## config.mk

```make
export PLATFORM = sky130hd
export DESIGN_NAME = ordered_list_table
export DESIGN_NICKNAME = d
export VERILOG_FILES = /design/src/design/olt_pkg.sv /design/src/design/olt_ram.sv /design/src/design/olt_ctrl.sv /design/src/design/ordered_list_table.sv
export SDC_FILE = /design/constraint.sdc
export NUM_CORES = 2
export LEC_CHECK = 0
export BUFFER_PORTS_ARGS = -buffer_cell sky130_fd_sc_hd__buf_2
export CORE_MARGIN = 5
export CORE_UTILIZATION = 34
export CTS_BUF_LIST = sky130_fd_sc_hd__clkbuf_2
export DETAILED_ROUTE_END_ITERATION = 7
export GPL_ROUTABILITY_DRIVEN = 0
export PLACE_DENSITY = 0.54
export SYNTH_ARGS = -nofsm -noshare
export SYNTH_HDL_FRONTEND = slang
export SYNTH_HIERARCHICAL = 1
export SYNTH_SLANG_ARGS = --single-unit
```

## constraint.sdc

```tcl
create_clock -name clk -period 14.3 [get_ports clk]
set_input_delay 0.715 -clock clk [delete_from_list [all_inputs] [get_ports clk]]
set_output_delay 0.715 -clock clk [all_outputs]
set_load 0.1 [all_outputs]
```

## src/design/olt_pkg.sv

```systemverilog
package olt_pkg;

	// default list depth
	localparam int unsigned CAPACITY_DEF = 64;

	// fixed field widths
	localparam int unsigned HANDLE_W = 32;
	localparam int unsigned POS_W    = 8;
	localparam int unsigned FPOS_W   = 6;
	localparam int unsigned COUNT_W  = 7;

	// request codes; the unused code falls to the default arm
	typedef enum logic [2:0] {
		REQ_APPEND = 3'd0,
		REQ_GET    = 3'd1,
		REQ_SET    = 3'd2,
		REQ_REMOVE = 3'd3,
		REQ_FIND   = 3'd4,
		REQ_FILL   = 3'd5,
		REQ_SIZE   = 3'd6
	} req_code_t;

	// response status codes
	typedef enum logic [1:0] {
		ST_OK       = 2'd0,
		ST_RANGE    = 2'd1,
		ST_FULL     = 2'd2,
		ST_NOTFOUND = 2'd3
	} status_t;

	// sequencer states
	typedef enum logic [2:0] {
		S_IDLE,
		S_GET,
		S_SHIFT,
		S_SCAN,
		S_FILL,
		S_RESP
	} olt_state_t;

	// request word
	typedef struct packed {
		logic [2:0]          req_type;
		logic [POS_W-1:0]    position;
		logic [HANDLE_W-1:0] handle;
	} req_word_t;

	// response word
	typedef struct packed {
		logic [HANDLE_W-1:0] read_value;
		logic [FPOS_W-1:0]   found_position;
		logic [1:0]          status;
		logic [COUNT_W-1:0]  entry_count;
	} rsp_word_t;

endpackage

```

## src/design/olt_ram.sv

```systemverilog
module olt_ram #(
	parameter int unsigned DEPTH = 64
) (
	input  logic                              clk,
	input  logic                              we,
	input  logic [$clog2(DEPTH)-1:0]          waddr,
	input  logic [olt_pkg::HANDLE_W-1:0]      wdata,
	input  logic                              re,
	input  logic [$clog2(DEPTH)-1:0]          raddr,
	output logic [olt_pkg::HANDLE_W-1:0]      rdata
);
	import olt_pkg::*;

	logic [HANDLE_W-1:0] mem [DEPTH];

	// write port
	always_ff @(posedge clk) begin
		if (we) begin
			mem[waddr] <= wdata;
		end
	end

	// registered read port
	always_ff @(posedge clk) begin
		if (re) begin
			rdata <= mem[raddr];
		end
	end

endmodule

```

## src/design/olt_ctrl.sv

```systemverilog
module olt_ctrl #(
	parameter int unsigned CAPACITY = 64
) (
	input  logic                              clk,
	input  logic                              arst_n,
	input  logic                              req_valid,
	output logic                              req_ready,
	input  olt_pkg::req_word_t                req,
	output logic                              rsp_valid,
	input  logic                              rsp_ready,
	output olt_pkg::rsp_word_t                rsp,
	output logic                              mem_we,
	output logic [$clog2(CAPACITY)-1:0]       mem_waddr,
	output logic [olt_pkg::HANDLE_W-1:0]      mem_wdata,
	output logic                              mem_re,
	output logic [$clog2(CAPACITY)-1:0]       mem_raddr,
	input  logic [olt_pkg::HANDLE_W-1:0]      mem_rdata
);
	import olt_pkg::*;

	localparam int unsigned AW   = $clog2(CAPACITY);
	localparam int unsigned CW   = $clog2(CAPACITY + 1);
	localparam int unsigned CMPW = (CW > POS_W) ? CW : POS_W;
	localparam int unsigned XW   = CMPW + 1;
	localparam int unsigned EW   = (CW > COUNT_W) ? CW : COUNT_W;
	localparam int unsigned FW   = (AW > FPOS_W) ? AW : FPOS_W;

	olt_state_t          state_q, state_d;
	req_word_t           req_q;
	logic                req_ld;
	logic [CW-1:0]       count_q, count_d;
	logic [AW-1:0]       idx_q, idx_d;
	logic [HANDLE_W-1:0] rd_q, rd_d;
	logic [AW-1:0]       fpos_q, fpos_d;
	status_t             st_q, st_d;
	logic                rsp_ld;
	logic                rsp_valid_q;
	rsp_word_t           rsp_q;

	logic [CMPW-1:0]     pos_ext;
	logic                pos_ok;
	logic [AW-1:0]       pos_a;
	logic [EW-1:0]       cnt_ext;
	logic [FW-1:0]       fpos_ext;

	// index checks against the count
	assign pos_ext  = CMPW'(req.position);
	assign pos_ok   = pos_ext < CMPW'(count_q);
	assign pos_a    = pos_ext[AW-1:0];
	assign cnt_ext  = EW'(count_q);
	assign fpos_ext = FW'(fpos_q);

	// state register and counters
	always_ff @(posedge clk or negedge arst_n) begin
		if (!arst_n) begin
			state_q <= S_IDLE;
			count_q <= '0;
		end else begin
			state_q <= state_d;
			count_q <= count_d;
		end
	end

	// working registers
	always_ff @(posedge clk) begin
		if (req_ld) begin
			req_q <= req;
		end
		idx_q  <= idx_d;
		rd_q   <= rd_d;
		fpos_q <= fpos_d;
		st_q   <= st_d;
	end

	// sequence each request through the memory
	always_comb begin
		state_d   = state_q;
		count_d   = count_q;
		idx_d     = idx_q;
		rd_d      = rd_q;
		fpos_d    = fpos_q;
		st_d      = st_q;
		req_ld    = 1'b0;
		req_ready = 1'b0;
		rsp_ld    = 1'b0;
		mem_we    = 1'b0;
		mem_waddr = idx_q;
		mem_wdata = req_q.handle;
		mem_re    = 1'b0;
		mem_raddr = idx_q;
		case (state_q)
			S_IDLE: begin
				req_ready = 1'b1;
				if (req_valid) begin
					req_ld  = 1'b1;
					rd_d    = '0;
					fpos_d  = '0;
					st_d    = ST_OK;
					state_d = S_RESP;
					case (req.req_type)
						REQ_APPEND: begin
							if (count_q == CW'(CAPACITY)) begin
								st_d = ST_FULL;
							end else begin
								mem_we    = 1'b1;
								mem_waddr = count_q[AW-1:0];
								mem_wdata = req.handle;
								count_d   = count_q + CW'(1);
							end
						end
						REQ_GET: begin
							if (pos_ok) begin
								mem_re    = 1'b1;
								mem_raddr = pos_a;
								state_d   = S_GET;
							end else begin
								st_d = ST_RANGE;
							end
						end
						REQ_SET: begin
							if (pos_ok) begin
								mem_we    = 1'b1;
								mem_waddr = pos_a;
								mem_wdata = req.handle;
							end else begin
								st_d = ST_RANGE;
							end
						end
						REQ_REMOVE: begin
							if (pos_ok) begin
								idx_d = pos_a;
								if (XW'(pos_ext) + XW'(1) < XW'(count_q)) begin
									mem_re    = 1'b1;
									mem_raddr = pos_a + AW'(1);
									state_d   = S_SHIFT;
								end else begin
									count_d = count_q - CW'(1);
								end
							end else begin
								st_d = ST_RANGE;
							end
						end
						REQ_FIND: begin
							if (count_q == '0) begin
								st_d = ST_NOTFOUND;
							end else begin
								mem_re    = 1'b1;
								mem_raddr = '0;
								idx_d     = '0;
								state_d   = S_SCAN;
							end
						end
						REQ_FILL: begin
							mem_we    = 1'b1;
							mem_waddr = '0;
							mem_wdata = req.handle;
							idx_d     = AW'(1);
							state_d   = S_FILL;
						end
						default: begin
						end
					endcase
				end
			end
			S_GET: begin
				rd_d    = mem_rdata;
				state_d = S_RESP;
			end
			S_SHIFT: begin
				// move the word above down by one slot
				mem_we    = 1'b1;
				mem_waddr = idx_q;
				mem_wdata = mem_rdata;
				idx_d     = idx_q + AW'(1);
				if (XW'(idx_q) + XW'(2) < XW'(count_q)) begin
					mem_re    = 1'b1;
					mem_raddr = idx_q + AW'(2);
				end else begin
					count_d = count_q - CW'(1);
					state_d = S_RESP;
				end
			end
			S_SCAN: begin
				if (mem_rdata == req_q.handle) begin
					fpos_d  = idx_q;
					state_d = S_RESP;
				end else if (XW'(idx_q) + XW'(1) < XW'(count_q)) begin
					mem_re    = 1'b1;
					mem_raddr = idx_q + AW'(1);
					idx_d     = idx_q + AW'(1);
				end else begin
					st_d    = ST_NOTFOUND;
					state_d = S_RESP;
				end
			end
			S_FILL: begin
				mem_we    = 1'b1;
				mem_waddr = idx_q;
				mem_wdata = req_q.handle;
				if (idx_q == AW'(CAPACITY - 1)) begin
					count_d = CW'(CAPACITY);
					state_d = S_RESP;
				end else begin
					idx_d = idx_q + AW'(1);
				end
			end
			S_RESP: begin
				// hand over once the output register is free
				if (!rsp_valid_q || rsp_ready) begin
					rsp_ld  = 1'b1;
					state_d = S_IDLE;
				end
			end
			default: begin
				state_d = S_IDLE;
			end
		endcase
	end

	// output register valid
	always_ff @(posedge clk or negedge arst_n) begin
		if (!arst_n) begin
			rsp_valid_q <= 1'b0;
		end else if (rsp_ld) begin
			rsp_valid_q <= 1'b1;
		end else if (rsp_ready) begin
			rsp_valid_q <= 1'b0;
		end
	end

	// output register word
	always_ff @(posedge clk) begin
		if (rsp_ld) begin
			rsp_q.read_value     <= rd_q;
			rsp_q.found_position <= fpos_ext[FPOS_W-1:0];
			rsp_q.status         <= st_q;
			rsp_q.entry_count    <= cnt_ext[COUNT_W-1:0];
		end
	end

	assign rsp_valid = rsp_valid_q;
	assign rsp       = rsp_q;

endmodule

```

## src/design/ordered_list_table.sv

```systemverilog
// Sequence: size, append, set and rejected requests go straight to the response state;
// get reads the entry first; find reads up to count entries (one memory read per entry scanned);
// remove moves the entries above position down (one entry moved per cycle); fill writes every slot.
// One word in flight; the next word is taken in the cycle after the response
// enters the output register, and a response waits in S_RESP while the held one is not taken.
// Reset: arst_n clears the count and control; the entry RAM is not cleared.
module ordered_list_table #(
	parameter int unsigned CAPACITY = olt_pkg::CAPACITY_DEF
) (
	input  logic               clk,
	input  logic               arst_n,
	input  logic               req_valid,
	output logic               req_ready,
	input  olt_pkg::req_word_t req,
	output logic               rsp_valid,
	input  logic               rsp_ready,
	output olt_pkg::rsp_word_t rsp
);
	import olt_pkg::*;

	localparam int unsigned AW = $clog2(CAPACITY);

	logic                mem_we;
	logic [AW-1:0]       mem_waddr;
	logic [HANDLE_W-1:0] mem_wdata;
	logic                mem_re;
	logic [AW-1:0]       mem_raddr;
	logic [HANDLE_W-1:0] mem_rdata;

	// request sequencer and output register
	olt_ctrl #(
		.CAPACITY(CAPACITY)
	) u_ctrl (
		.clk      (clk),
		.arst_n   (arst_n),
		.req_valid(req_valid),
		.req_ready(req_ready),
		.req      (req),
		.rsp_valid(rsp_valid),
		.rsp_ready(rsp_ready),
		.rsp      (rsp),
		.mem_we   (mem_we),
		.mem_waddr(mem_waddr),
		.mem_wdata(mem_wdata),
		.mem_re   (mem_re),
		.mem_raddr(mem_raddr),
		.mem_rdata(mem_rdata)
	);

	// entry store
	olt_ram #(
		.DEPTH(CAPACITY)
	) u_ram (
		.clk  (clk),
		.we   (mem_we),
		.waddr(mem_waddr),
		.wdata(mem_wdata),
		.re   (mem_re),
		.raddr(mem_raddr),
		.rdata(mem_rdata)
	);

endmodule

```

=== Yosys cells after proc, flatten, opt, wreduce, memory -nomap -nowiden ===
Memories as Yosys holds them, arrays and structs flattened. A register that Yosys moved wholly into a read port is not among the register bits.
Index checks and enable logic that the tools add are counted.

* Bits in registers: 136
* Bits in writable memories: 2,048
* Output and inout bits: 49
* Logic and storage cells: 149
* Memories kept: 1

* $add $sub $neg: 8
* Magnitude comparators: 4
* Equality and inequality tests: 27
* Muxes and demuxes: 79
* Reduce and logical (&&, ||, !) cells: 18

{| class="wikitable"
|+ Memory list
! name !! depth !! width !! read ports !! clocked after Yosys merged registers in !! wr ports !! RTL line !! RTL
|-
| u_ram.mem || 64 || 32 || 1 || 1 || 1 || olt_ram.sv:14 || <nowiki>logic [HANDLE_W-1:0] mem [DEPTH];</nowiki>
|}

{| class="wikitable"
|+ Operators by type and width
! cell !! count
|-
| 32-bit 2-to-1 mux || 4
|-
| 32-bit one-hot mux with 2 select lines || 2
|-
| 32-bit one-hot mux with 3 select lines || 1
|-
| 6-bit 2-to-1 mux || 15
|-
| 6-bit one-hot mux with 3 select lines || 4
|-
| 7-bit 2-to-1 mux || 6
|-
| 32-bit == test || 1
|-
| 3-bit 2-to-1 mux || 10
|-
| 9-bit by 7-bit less-than comparator with 1-bit output || 3
|-
| 6-bit one-hot mux with 4 select lines || 1
|-
| 7-bit one-hot mux with 3 select lines || 1
|-
| 1-bit 2-to-1 mux || 20
|-
| 3-bit one-hot mux with 6 select lines || 1
|-
| 7-bit one-hot mux with 2 select lines || 1
|-
| 6-bit by 1-bit adder with 6-bit output (second input constant) || 2
|-
| 3-bit by 2-bit == test with 1-bit output (second input constant) || 4
|-
| 3-bit == test (second input constant) || 4
|-
| 3-bit one-hot mux with 4 select lines || 1
|-
| 6-bit one-hot mux with 2 select lines || 1
|-
| 2-bit 2-to-1 mux || 5
|-
| 2-bit != test (second input constant) || 5
|-
| 8-bit by 1-bit adder with 9-bit output (second input constant) || 1
|-
| 3-bit != test (second input constant) || 3
|-
| 1-bit one-hot mux with 3 select lines || 3
|-
| other kinds (29) || 37
|}

=== Logic depth before layout (Yosys ltp) ===
* Word-level depth: 7
* Depth in mapped cells: 24
* Mapped depth without buffers: 17

=== Modules after synthesis ===
The synthesis kept the hierarchy.

{| class="wikitable"
|+ Modules (own cells, without submodules)
! module !! instances !! cells each !! area each (µm²) !! sequential area each (µm²)
|-
| olt_ram || 1 || 3,511 || 79,359.9 || 62,459.9
|-
| olt_ctrl || 1 || 779 || 8,165.3 || 4,028.9
|}

=== Worst setup path after synthesis ===
No wires, ideal clock.

* Path type: in2reg
* Start point: input req[38] (netlist name)
* End point: memory u_ram.mem[0][0], data pin
* Arrival time: 4.911 ns
* Slack: 8.687 ns
* Cell stages on the path: 9
* Path buffers: 1
* Path through: ha_1 -> a211oi_1 -> nand3_1 -> a211oi_1 -> nor2_1 -> nor2_1 -> buf_2 -> a22oi_1 -> o21ai_0

* Longest elaborated chain between the ends: 5

{| class="wikitable"
|+ RTL lines
! what !! RTL line !! RTL
|-
| from (decl) || ordered_list_table.sv:14 || <nowiki>input olt_pkg::req_word_t req,</nowiki>
|-
| 8-bit by 7-bit less-than comparator with 1-bit output || olt_ctrl.sv:48 || <nowiki>assign pos_ok = pos_ext < CMPW'(count_q);</nowiki>
|-
| 32-bit 2-to-1 mux || olt_ctrl.sv:121 || <nowiki>if (pos_ok) begin</nowiki>
|-
| 32-bit one-hot mux with 3 select lines || olt_ctrl.sv:100 || <nowiki>case (req.req_type)</nowiki>
|-
| 32-bit 2-to-1 mux || olt_ctrl.sv:94 || <nowiki>if (req_valid) begin</nowiki>
|-
| 32-bit one-hot mux with 2 select lines || olt_ctrl.sv:91 || <nowiki>case (state_q)</nowiki>
|-
| named net mem_wdata[0] || ordered_list_table.sv:25 || <nowiki>logic [HANDLE_W-1:0] mem_wdata;</nowiki>
|-
| to (decl) || olt_ram.sv:14 ||
|}

The timed path passes the listed nets, and every way through them passes these cells.

=== Worst setup path in the final report ===
* Start point: register u_ctrl.idx_q[2]
* End point: register u_ram/rdata[31] (netlist name), read port of u_ram.mem, data pin

* Longest elaborated chain between the ends: 5
* Elaborated cells on any way between the ends: 20
* Those cells by class: 4 x add/sub; 2 x order compare; 14 x mux

{| class="wikitable"
|+ RTL lines
! what !! RTL line !! RTL
|-
| from (decl) || olt_ctrl.sv:32 || <nowiki>logic [AW-1:0] idx_q, idx_d;</nowiki>
|-
| from (signal assigned) || olt_ctrl.sv:69 || <nowiki>idx_q <= idx_d;</nowiki>
|-
| 6-bit by 1-bit adder with 7-bit output || olt_ctrl.sv:187 || <nowiki>end else if (XW'(idx_q) + XW'(1) < XW'(count_q)) begin</nowiki>
|-
| 9-bit by 7-bit less-than comparator with 1-bit output || olt_ctrl.sv:187 ||
|-
| 6-bit 2-to-1 mux (2 in series) || -- ||
|-
| 6-bit one-hot mux with 3 select lines (*) || olt_ctrl.sv:91 ||
|-
| named net mem_raddr[1] || ordered_list_table.sv:27 || <nowiki>logic [AW-1:0] mem_raddr;</nowiki>
|-
| to (decl) || olt_ram.sv:10 || <nowiki>output logic [olt_pkg::HANDLE_W-1:0] rdata</nowiki>
|}

The timed path passes the listed nets; every way through them passes the cells marked *.
A chain may end at the register's enable or synchronous reset.

==> run_results.csv <==
group,metric,value,unit
run_status,status,"completed",
cells_and_area,drive_above_1_share,0.318,
global_routing,grt_antenna_before_repair,10,
global_routing,grt_first_pass_wirelength,361,mm
power_and_ir_drop,switching_share,0.380,
timing,setup_tns,0,ns
clock_network,cts_buffers,585,
timing,hold_violations,0,
drt,drtIter0Drc,4915,
power_and_ir_drop,power_frac_clock,0.221,
job,maxCapViolCount,0,
yosys,synth_compound_area_frac,0.0501,
power_and_ir_drop,p_sw,7.35,mW
cells_and_area,nets,5083,
floorplan,die_x,517,um
setup_path,critical_path_class,"reg2reg",
global_routing,grtUsageTotal,0.189,
clock_network,cts.path.max_buffers,4,
yosys,yosys-top-cells-area,"edfxtp_1 (76%), mux4_2 (11%), mux2i_1 (2.3%)",
yosys,ys_warn_count,6,
timing,slew_violations,0,
timing,rsz0062_at_grt,"false",
yosys,yosysTopAreaCell,"edfxtp_1",
yosys,synth-xor-area-share,0.00450,
drt,postRouteAntennaNets,0,
clock_network,cts.clk_slew.worst_paths,0.10,ns
global_routing,grt_overflow_total,0,
yosys,synth_simple_gate_area_share,0.0261,
clock_network,cts.htree.levels,6,
floorplan,core_area,256000,um2
yosys,synthCells,4290,
min_path,hp-class,"in2reg",
global_routing,grt_pass1_vias,48900,
cells_and_area,fill_cells,23500,
timing,skew,0.170,ns
clock_network,worstSkewPairLatency,1.86,ns
floorplan,start_util,0.341,
cells_and_area,area_growth_syn_to_layout,13.4,%
setup_path,crit_path_end_kind,"register",
yosys,synth-main-ff-cell,"edfxtp_1",
clock_network,cts_tree,"built",
yosys,synth_cell_types,75,
setup_path,critical_path_arrival,9.39,ns
drt,finalWirelength,256,mm
yosys,yosysTopAreaCellShare,0.757,
global_routing,grt_max_degree,102,
timing,period_minus_slack,7.80,ns
timing,slew_headroom,0.174,
yosys,ys_ff_latch,2216,
cells_and_area,final_cell_mix,"edfxtp_1 (2205), clkbuf_2 (841), mux4_2 (446)",
setup_path,path_max_fanout,86,
yosys,synth.avg_cell_area,20.4,um2
timing,max_freq,0.128,GHz
placed_design,portBuffers,95,
yosys,synth_top_family_by_area,"multiplexers",
floorplan,die_h,517,um
timing,setup_violations,0,
power_and_ir_drop,pwr-share-seq,0.413,
floorplan,die_area,268000,um2
clock_network,cts_root_buf,"clkbuf_2",
clock_network,postCtsSetupBuffers,0,
setup_path,start_kind,"register",
floorplan,rows,186,
floorplan,ios,96,
yosys,synth_area,87500,um2
setup_path,reg2reg_depth,20,
cells_and_area,final_common_cell,"edfxtp_1",
yosys,muxShareOfSynthArea,0.138,
yosys,synth_seq_area_share,0.760,
min_path,min_path_cells,3,
placed_design,placed_area,92900,um2
yosys,async_flop_share,0.00496,
placed_design,dpl.hpwl,139,mm
power_and_ir_drop,power.internal,12.0,mW
drt,avgViaCountPerCell,5.45,
drt,first_pass_iters,6,
yosys,synth-adder-area-share,0.00415,
timing,tightest_slew,1.23,ns
setup_path,required,15.89,ns
drt,drcViolationCount,0,
timing,period_share,0.546,
clock_network,post_cts_resized,0,
yosys,syn_nets,4366,
cells_and_area,stdcell_area,99200,um2
power_and_ir_drop,p_comb_frac,0.366,
power_and_ir_drop,ir_drop,160,uV
clock_network,clock-sinks,2216,
power_and_ir_drop,powerDensity,195,nW/um2
clock_network,hold_buffers,130,
yosys,synth-edff-count,2205,
power_and_ir_drop,p_leak,31.7,nW
drt,num_vias,47700,
drt,wl_per_cell,29.3,um
## metrics by stage
stage,total power [mW],instances,util,setup slack (ns),hold slack [ns]
floorplan,12.7,4290,-,8.69,0.400
global placement,15.2,7674,0.362,6.53,0.406
detailed placement,15.2,7674,0.362,6.61,0.405
CTS,19.5,8756,0.387,6.71,0.00143
global route,20.2,8758,0.387,6.30,0.130
finish,19.3,8765,0.387,6.50,0.307
## layer usage
metal	global-route usage	share of wire	routed length [um]
met1	0.260	0.42	108000
met2	0.302	0.47	122000
met3	0.0427	0.084	21600
met4	0.0546	0.020	5180
met5	0	0.000051	13
## registers in the layout, indices dropped and copies added (netlist names)
signal and flops:
u_ctrl/fpos_ext 6, u_ram/mem 2048, u_ctrl/idx_q 6, u_ctrl/cnt_ext 7, u_ctrl/st_q 2, u_ctrl/rsp_valid 1, u_ctrl/req_q 32, u_ctrl/rd_q 32
u_ram/rdata 32, u_ctrl/state_q 3, u_ctrl/rsp 47
## Yosys cell counts (all sizes together), types with 25 or more instances
| cell | n |
|---|---|
| edfxtp | 2205 |
| mux4 | 446 |
| mux2i | 198 |
| a22oi | 188 |
| buf | 143 |
| nor2 | 131 |
| clkbuf | 105 |
| o21ai | 99 |
| nand2 | 87 |
| nand3 | 64 |
| a21oi | 60 |
| o22ai | 49 |
| and2 | 42 |
| xnor2 | 40 |
| o21a | 30 |
| ha | 29 |
| a211oi | 26 |
| a22o | 26 |
| a31oi | 25 |
| o221ai | 25 |
## kinds of logic (layout without fill, tap and decap cells)
kind of cell / count (synthesis) / in the layout
AOI/OAI and AO/OA: 627 / 627
xor gates and xnor gates: 45 / 45
adders and majority gates: 29 / 29
buffers and inverters: 272 / 1354
DFF: 2216 / 2216
muxes: 645 / 645
other: 0 / 9
and+or+nand+nor: 456 / 456
## worst max-delay path: stages, from the launching register on
cell       delay (ns)
edfxtp_1         0.58
ha_1             0.49
nand4_1          0.24
or2_2            0.36
nand2_1          0.10
ha_1             0.14
o21a_1           0.12
o21ai_0          0.07
a21oi_1          0.19
a211oi_1         0.09
buf_4            0.22
a21oi_1          0.17
nor3_1           0.10
o2111ai_4        0.83
buf_12           0.61
buf_4            0.77
nand2b_1         0.69
o22ai_1          0.34
a2111oi_0        0.11
nor3_1           0.84
o211a_1          0.26
## power groups by stage
stage               logic [mW]  clock network (mW)  registers, mW
floorplan                 4.21                   0           8.50
CTS                       7.15                4.42           7.97
detailed placement        7.10                   0           8.12
finish                    7.08                4.27           7.98
global route              7.45                4.78           8.00
global placement          7.08                   0           8.12
## layout make-up
cell class              instances  area [um2]  share of cell area
flip-flops and latches       2216       66500               0.670
multi-input cells            1802       20400               0.206
well taps                    3384        4230              0.0427
clock buffers                 841        4210              0.0424
repair buffers                378        3010              0.0304
clock inverters               111         752             0.00758
inverters                      24        90.1            0.000908
diodes                          9        22.5            0.000227
## worst paths after layout
path	start	to	slack, ns
max	u_ctrl/idx_q[2]	u_ram/rdata[31]	6.50
max reg2reg	u_ctrl/idx_q[2]	u_ram/rdata[31]	6.50
min reg2reg	u_ctrl/rd_q[17]	u_ctrl/rsp[32]	0.41
min	req[21]	u_ctrl/req_q[21]	0.31
min in group asynchronous	arst_n	u_ctrl/cnt_ext[0]	0.47
max in group asynchronous	arst_n	u_ctrl/state_q[1]	13.39
(Power assumes the default switching activity.)
